$ cat src/catan_pkg.sv
// Shared widths, constants and the arctangent table for the CORDIC angle block.
package catan_pkg;

    // Input and output field widths
    localparam int unsigned IN_W    = 16;
    localparam int unsigned ANGLE_W = 15;

    // Datapath widths: x/y grow by the CORDIC gain after the sign fold
    localparam int unsigned XY_W  = 19;
    // Angle accumulator in Q16 turns, covers +/- half turn plus table sum
    localparam int unsigned ACC_W = 18;
    localparam int unsigned TAB_W = 14;

    // Half a turn in Q16 turns
    localparam logic signed [ACC_W-1:0] HALF_TURN_Q16 = ACC_W'(32768);

    // Arctangent of 2^-i in Q16 turns
    function automatic logic [TAB_W-1:0] atan_q16(input logic [3:0] idx);
        logic [TAB_W-1:0] v;
        unique case (idx)
            4'd0:    v = 14'd8192;
            4'd1:    v = 14'd4836;
            4'd2:    v = 14'd2555;
            4'd3:    v = 14'd1297;
            4'd4:    v = 14'd651;
            4'd5:    v = 14'd326;
            4'd6:    v = 14'd163;
            4'd7:    v = 14'd81;
            4'd8:    v = 14'd41;
            4'd9:    v = 14'd20;
            4'd10:   v = 14'd10;
            4'd11:   v = 14'd5;
            4'd12:   v = 14'd3;
            4'd13:   v = 14'd1;
            4'd14:   v = 14'd1;
            4'd15:   v = 14'd0;
            default: v = 14'd0;
        endcase
        return v;
    endfunction

endpackage

$ cat src/cordic_atan2_turns.sv
// Vectoring CORDIC: angle of a signed Q15 (y, x) pair as a Q15 fraction of a turn.
//
// Input channel: i_valid / o_ready carry one word (i_y_value, i_x_value).
// Output channel: o_valid / i_ready carry one word (o_angle_turns), where
// 32768 would be a full turn; a zero vector gives zero.
// A word goes from the input register through the middle register to the
// result register, which drives o_valid. Throughput: one word per cycle
// unless stalled. The registers split the work; the first half of micro-rotations
// (with the left half plane fold) sits before the middle register and the
// rest (with the final halving) before the result register, so the longest
// path is about ROTATIONS/2 dependent 19-bit add/subtract steps.
// Stall: when the receiver holds i_ready low the result stays put, and the
// earlier stages keep filling; o_ready drops only once all three are full.
// Reset: i_rst_n (synchronous, active low) empties all three stages; no
// result is pending afterward.
module cordic_atan2_turns
    import catan_pkg::*;
#(
    parameter int unsigned ROTATIONS = 14
) (
    input  logic                      i_clk,
    input  logic                      i_rst_n,
    input  logic                      i_valid,
    output logic                      o_ready,
    input  logic signed [IN_W-1:0]    i_y_value,
    input  logic signed [IN_W-1:0]    i_x_value,
    output logic                      o_valid,
    input  logic                      i_ready,
    output logic        [ANGLE_W-1:0] o_angle_turns
);

    localparam int unsigned FIRST = ROTATIONS / 2;

    // Stage valids and payloads
    logic                     r_v1, r_v2, r_v3;
    logic signed [IN_W-1:0]   r_y, r_x;
    logic signed [XY_W-1:0]   r_mx, r_my;
    logic signed [ACC_W-1:0]  r_macc;
    logic                     r_mzero;
    logic        [ANGLE_W-1:0] r_angle;

    logic s1_free, s2_free, s3_free;
    logic signed [XY_W-1:0]   n_mx, n_my;
    logic signed [ACC_W-1:0]  n_macc;
    logic                     n_mzero;
    logic        [ANGLE_W-1:0] n_angle;

    // Stage can take a word when empty or its word moves on
    assign s3_free = !r_v3 || i_ready;
    assign s2_free = !r_v2 || s3_free;
    assign s1_free = !r_v1 || s2_free;
    assign o_ready = s1_free;

    // First pass: fold into right half plane, then first micro-rotations
    always_comb begin : first_pass
        logic signed [XY_W-1:0]  xc, yc, nx, ny;
        logic signed [ACC_W-1:0] acc;
        xc  = XY_W'(r_x);
        yc  = XY_W'(r_y);
        acc = '0;
        if (r_x[IN_W-1]) begin
            acc = r_y[IN_W-1] ? -HALF_TURN_Q16 : HALF_TURN_Q16;
            xc  = -xc;
            yc  = -yc;
        end
        for (int i = 0; i < int'(FIRST); i++) begin
            if (!yc[XY_W-1] && (yc != '0)) begin
                nx  = xc + (yc >>> i);
                ny  = yc - (xc >>> i);
                acc = acc + $signed({{(ACC_W-TAB_W){1'b0}}, atan_q16(4'(i))});
            end else begin
                nx  = xc - (yc >>> i);
                ny  = yc + (xc >>> i);
                acc = acc - $signed({{(ACC_W-TAB_W){1'b0}}, atan_q16(4'(i))});
            end
            xc = nx;
            yc = ny;
        end
        n_mx    = xc;
        n_my    = yc;
        n_macc  = acc;
        n_mzero = (r_x == '0) && (r_y == '0);
    end

    // Second pass: remaining micro-rotations, halve toward zero, wrap
    always_comb begin : second_pass
        logic signed [XY_W-1:0]  xc, yc, nx, ny;
        logic signed [ACC_W-1:0] acc, half;
        xc  = r_mx;
        yc  = r_my;
        acc = r_macc;
        for (int i = int'(FIRST); i < int'(ROTATIONS); i++) begin
            if (!yc[XY_W-1] && (yc != '0)) begin
                nx  = xc + (yc >>> i);
                ny  = yc - (xc >>> i);
                acc = acc + $signed({{(ACC_W-TAB_W){1'b0}}, atan_q16(4'(i))});
            end else begin
                nx  = xc - (yc >>> i);
                ny  = yc + (xc >>> i);
                acc = acc - $signed({{(ACC_W-TAB_W){1'b0}}, atan_q16(4'(i))});
            end
            xc = nx;
            yc = ny;
        end
        // Truncating divide by two: bias negatives by one before the shift
        half    = (acc + $signed({{(ACC_W-1){1'b0}}, acc[ACC_W-1]})) >>> 1;
        n_angle = r_mzero ? '0 : half[ANGLE_W-1:0];
    end

    // Stage control
    always_ff @(posedge i_clk) begin
        if (!i_rst_n) begin
            r_v1 <= 1'b0;
            r_v2 <= 1'b0;
            r_v3 <= 1'b0;
        end else begin
            if (s1_free) r_v1 <= i_valid;
            if (s2_free) r_v2 <= r_v1;
            if (s3_free) r_v3 <= r_v2;
        end
    end

    // Stage payloads
    always_ff @(posedge i_clk) begin
        if (s1_free && i_valid) begin
            r_y <= i_y_value;
            r_x <= i_x_value;
        end
        if (s2_free && r_v1) begin
            r_mx    <= n_mx;
            r_my    <= n_my;
            r_macc  <= n_macc;
            r_mzero <= n_mzero;
        end
        if (s3_free && r_v2) begin
            r_angle <= n_angle;
        end
    end

    assign o_valid       = r_v3;
    assign o_angle_turns = r_angle;

`ifndef ASSERT_OFF
    // A zero vector in the input register carries its flag into the middle stage
    a_zero_flag: assert property (@(posedge i_clk) disable iff (!i_rst_n)
        (r_v1 && s2_free && (r_x == '0) && (r_y == '0)) |=> r_mzero)
        else $error("zero vector flag lost between stages");

    // A middle word is never dropped while the result stage is blocked
    a_mid_hold: assert property (@(posedge i_clk) disable iff (!i_rst_n)
        (r_v2 && !s3_free) |=> r_v2)
        else $error("middle stage word lost during stall");

    // Input side is held off only when every stage is full and stalled
    a_backpressure: assert property (@(posedge i_clk) disable iff (!i_rst_n)
        !o_ready |-> (r_v1 && r_v2 && r_v3 && !i_ready))
        else $error("input held off with room in the pipeline");
`endif

endmodule

$ cat config.mk
export PLATFORM = sky130hd
export DESIGN_NAME = cordic_atan2_turns
export DESIGN_NICKNAME = d
export VERILOG_FILES = /design/src/catan_pkg.sv /design/src/cordic_atan2_turns.sv
export SDC_FILE = /design/constraint.sdc
export NUM_CORES = 2
export LEC_CHECK = 0
export BUFFER_PORTS_ARGS = -buffer_cell sky130_fd_sc_hd__buf_2
export CAP_MARGIN = 20
export CORE_UTILIZATION = 40
export DETAILED_ROUTE_END_ITERATION = 8
export SYNTH_ARGS = -nofsm -noshare
export SYNTH_HDL_FRONTEND = slang
export SYNTH_SLANG_ARGS = --single-unit
$ cat constraint.sdc
create_clock -name i_clk -period 45.8 [get_ports i_clk]
set_clock_uncertainty 0.1 [all_clocks]
set_input_delay 2.29 -clock i_clk [delete_from_list [all_inputs] [get_ports i_clk]]
set_output_delay 2.29 -clock i_clk [all_outputs]
set_load 0.01 [all_outputs]
==> results by group <==
Worst setup path
  – Delay of the slowest critical-path stage: 850 ps
  – Critical path required time: 45,840 ps
  – Worst Path Buf+Inv: 9
  – Setup slack on the worst flop-to-flop path: 10,660 ps
  – Kind of end point of the critical path: register
  – Critical path peak fanout: 31
  – Crit Path Category: register to register
  – Crit Reg-Reg Startpoint: r_my[13]
  – Sort of element at the start of the critical path: register
  – Capture point of the worst reg-to-reg path: o_angle_turns[7]
  – Cell with the biggest individual delay on the critical path: sky130_fd_sc_hd__clkinv_1
  – Data arrival at the endpoint of the critical path: 35,170 ps
  – R2R cell count: 138
  – Top cell by count, worst path: sky130_fd_sc_hd__o21ai_0
  – Family with the most delay on the worst path: compound AO/OA/AOI/OAI gates

CTS
  – Number of buffers inserted to repair setup after CTS: 0
  – Cts-stage hold buffer count: 0
  – Clock buffers created by TritonCTS: 9
  – Total clock sinks: 106
  – Clock tree from TritonCTS: built
  – Deepest level of the CTS H-tree: 3
  – Clock insertion delay at the later pin of the skew report: 380 ps
  – Clock-pin slew on the worst setup and hold paths: 90 ps
  – Post-CTS sizing: 0
  – Buffers from clock root to sink, at most: 2
  – CTS root buf: sky130_fd_sc_hd__clkbuf_16

Drt
  – Length of routed met3 wiring: 2.96 mm
  – DRC violation count after routing: 0
  – Initial DRC count: 2,016
  – Total via count after detailed routing: 35.5k
  – Wire length on met1: 47.7 mm
  – Highest metal layer with signal wires: met4
  – Post-Route WL: 98.9 mm
  – Met2 wire length: 46.4 mm
  – Remaining number of nets flagged by the antenna check after routing: 0
  – Vias per cell: 5.50
  – Routed length per instance: 15.3 um
  – First-pass DRT Iterations: 5

Place
  – Port Buffers: 52
  – Post-DP HPWL: 84.8 mm
  – Routability cong.: 0.912
  – Placement-stage worst setup slack: 11,100 ps
  – Cell area after placement: 40,300 um^2

Synthesis
  – Proportion of netlist area held by the largest area contributor: 0.221
  – Async SR Flop Fraction: 0
  – Simple-gate area share of the yosys netlist: 0.191
  – Synth top area cells: sky130_fd_sc_hd__ha_1 (22%), sky130_fd_sc_hd__xnor2_1 (11%), sky130_fd_sc_hd__edfxtp_1 (8.0%)
  – Mean instance size in the synthesized netlist: 7.47 um^2
  – Fraction of the mapped netlist area in adder cells: 0.238
  – Post-synth top area cell: sky130_fd_sc_hd__ha_1
  – Synth Flop Type: sky130_fd_sc_hd__edfxtp_1
  – Syn Inst Count: 5,156
  – Compound-gate portion of the synthesized area: 0.254
  – Portion of the post-synthesis area used by sequential elements: 0.0819
  – Post-synthesis xor/xnor area fraction: 0.171
  – YS warnings: 0
  – Number of distinct library cell variants in the gate-level netlist after synthesis: 114
  – Synthesized flop and latch total: 106
  – Number of flops mapped to enable cells by yosys: 103
  – Dominant combinational cell family by area after synthesis: compound AO/OA/AOI/OAI gates
  – Share of cell area taken by muxes after synthesis: 0.0112
  – Synth Cell Area: 38,500 um^2

Global routing
  – Largest net degree at the start of global routing: 57
  – GR Util All Layers: 0.198
  – First-pass GRT wire length: 165 mm
  – Number of antenna violations at the first check in global routing: 0
  – Residual overflow from global routing: 0
  – Number of global-route vias before repair: 33.2k

Final layout
  – Fill cell total of the finished layout: 9,869
  – Signed area change from the synthesized netlist to the final layout: 5.36%
  – Fraction of final layout cells with drive strength greater than 1: 0.0367
  – Net count of the finished layout: 5,927
  – Total inserted antenna cells: 0
  – Cell area after layout: 40,600 um^2

Min path
  – Worst hold endpoint: r_v2
  – Hold Path Stages: 2
  – Hold WC Path Type: register to register
  – Worst Min Path Start: r_v1

STA
  – Tightest Pin Transition: 993 ps
  – Pins Over Slew Limit: 0
  – Fraction of the cycle the final worst path needs: 0.767
  – Relative slew slack: 0.330
  – Setup repair after global routing missed its margin: false
  – Final-layout setup total negative slack: 0 ps
  – Post-route worst setup slack: 10,660 ps
  – Finish-stage setup viols: 0
  – Final min period: 35,140 ps
  – Final hold viol count: 0
  – Timing-limited maximum frequency: 28.5 MHz

Outcome
  – Outcome: finished, final reports clean

Die
  – Placeable core region: 95,200 um^2
  – I/O pin total: 53
  – Chip width: 312 um
  – Die Y-Extent: 312 um
  – Initial standard-cell utilization of the core: 0.405
  – Die area: 97,500 um^2
  – Std cell rows: 113

Job
  – Number of maximum-capacitance constraint violations: 0
==> metal layers <==
layer	vias up	GRT usage
met5	-	0
met1	16300	0.267
met3	108	0.0112
met2	567	0.344
met4	0	0.0462
li1	18500	-
==> Yosys cell counts (9+ instances only) <==
library cell and count:
sky130_fd_sc_hd__nor3_1 130, sky130_fd_sc_hd__o21ai_1 11, sky130_fd_sc_hd__xor2_1 248, sky130_fd_sc_hd__o21ai_0 309
sky130_fd_sc_hd__nand2b_1 70, sky130_fd_sc_hd__inv_1 442, sky130_fd_sc_hd__a31oi_1 33, sky130_fd_sc_hd__nor3b_1 15
sky130_fd_sc_hd__a2111oi_0 15, sky130_fd_sc_hd__nand2_1 286, sky130_fd_sc_hd__nand3b_1 12, sky130_fd_sc_hd__o211ai_1 25
sky130_fd_sc_hd__clkbuf_1 69, sky130_fd_sc_hd__and3_1 34, sky130_fd_sc_hd__a211o_1 11, sky130_fd_sc_hd__a21oi_1 486
sky130_fd_sc_hd__o2111ai_1 9, sky130_fd_sc_hd__and4_1 9, sky130_fd_sc_hd__a21boi_0 73, sky130_fd_sc_hd__o21a_1 52
sky130_fd_sc_hd__or3_1 56, sky130_fd_sc_hd__a211oi_1 30, sky130_fd_sc_hd__a21o_1 179, sky130_fd_sc_hd__o41ai_1 9
sky130_fd_sc_hd__nand4_1 25, sky130_fd_sc_hd__and2_1 45, sky130_fd_sc_hd__xnor2_1 492, sky130_fd_sc_hd__o31ai_1 40
sky130_fd_sc_hd__nor2_1 483, sky130_fd_sc_hd__or4_1 30, sky130_fd_sc_hd__edfxtp_1 103, sky130_fd_sc_hd__or2_2 26
sky130_fd_sc_hd__a221oi_1 9, sky130_fd_sc_hd__nor2b_1 83, sky130_fd_sc_hd__mux2i_1 32, sky130_fd_sc_hd__nor4_1 43
sky130_fd_sc_hd__buf_1 11, sky130_fd_sc_hd__ha_1 679, sky130_fd_sc_hd__o21bai_1 125, sky130_fd_sc_hd__nand3_1 75
sky130_fd_sc_hd__fa_1 33
==> worst register-to-register path, delay by kind of cell (launching register included) <==
family	cells	cell delay [ps]
AOI/OAI and AO/OA	62	12920
muxes	4	1590
buffers and inverters	9	3640
and+or+nand+nor	41	10960
DFF	1	470
xor gates and xnor gates	13	2360
adders and majority gates	9	2830
==> worst max path at each step <==
stage,to,cells after the start,start
6_report,o_angle_turns[7],138,r_my[13]
5_1_grt,o_angle_turns[13],144,r_my[13]
4_1_cts,o_angle_turns[7],141,r_my[13]
3_5_place_dp,o_angle_turns[7],143,r_my[13]
3_3_place_gp,o_angle_turns[7],141,r_my[13]
2_1_floorplan,o_angle_turns[7],148,r_my[13]
==> cells by family (layout without fill, tap and decap cells) <==
kind of cell             after synthesis  after routing
AO/OA/AOI/OAI                       1529           1529
AND/OR/NAND/NOR                     1482           1482
XOR/XNOR                             745            745
adder cells (fa/ha/maj)              712            712
buffers and inverters                540            540
flip-flops                           106            106
multiplexers                          40             40
other                                  2             30
==> layout by cell type (no fill, tap or decap), types with 20 or more instances in the layout <==
cell | netlist | layout
sky130_fd_sc_hd__a211oi_1 | 30 | 30
sky130_fd_sc_hd__nor2_1 | 483 | 481
sky130_fd_sc_hd__a31oi_1 | 33 | 32
sky130_fd_sc_hd__nand2b_1 | 70 | 70
sky130_fd_sc_hd__a21oi_1 | 486 | 486
sky130_fd_sc_hd__or4_1 | 30 | 30
sky130_fd_sc_hd__nor4_1 | 43 | 43
sky130_fd_sc_hd__inv_1 | 442 | 442
sky130_fd_sc_hd__and2_1 | 45 | 45
sky130_fd_sc_hd__nor3_1 | 130 | 130
sky130_fd_sc_hd__nand4_1 | 25 | 25
sky130_fd_sc_hd__nand2_1 | 286 | 286
sky130_fd_sc_hd__nor2b_1 | 83 | 83
sky130_fd_sc_hd__o21a_1 | 52 | 52
sky130_fd_sc_hd__conb_1 | 2 | 30
sky130_fd_sc_hd__or2_2 | 26 | 26
sky130_fd_sc_hd__edfxtp_1 | 103 | 103
sky130_fd_sc_hd__o21bai_1 | 125 | 125
sky130_fd_sc_hd__a21boi_0 | 73 | 72
sky130_fd_sc_hd__mux2i_1 | 32 | 32
sky130_fd_sc_hd__o31ai_1 | 40 | 40
sky130_fd_sc_hd__and3_1 | 34 | 34
sky130_fd_sc_hd__fa_1 | 33 | 33
sky130_fd_sc_hd__ha_1 | 679 | 679
sky130_fd_sc_hd__buf_4 | 1 | 20
sky130_fd_sc_hd__o211ai_1 | 25 | 25
sky130_fd_sc_hd__xnor2_1 | 492 | 492
sky130_fd_sc_hd__nand3_1 | 75 | 75
sky130_fd_sc_hd__a21o_1 | 179 | 179
sky130_fd_sc_hd__xor2_1 | 248 | 248
sky130_fd_sc_hd__o21ai_0 | 309 | 308
sky130_fd_sc_hd__buf_2 | 6 | 53
sky130_fd_sc_hd__or3_1 | 56 | 56
==> registers in the layout, indices dropped and copies added (netlist names), 15 cells and up <==
| signal | flops |
|---|---|
| r_macc | 17 |
| r_x | 16 |
| r_mx | 19 |
| r_y | 16 |
| r_my | 19 |
| o_angle_turns | 15 |
==> area by class of cell <==
class	count	area, um^2	area share
clock inverters	6	50.0	0.00123
well taps	1265	1580	0.0390
clock buffers	10	229	0.00564
flip-flops and latches	106	3150	0.0777
inverters	450	1690	0.0417
repair buffers	74	435	0.0107
multi-input cells	4538	33400	0.824
==> metrics by stage <==
step	util	instances	hold slack (ps)
floorplan	-	5184	398
global placement	0.423	6430	455
detailed placement	0.423	6430	465
CTS	0.426	6446	479
global route	0.427	6449	527
finish	0.427	6449	478
Power is not shown: default switching activity piles up to over one toggle a cycle in this logic, so the estimate is an artifact.
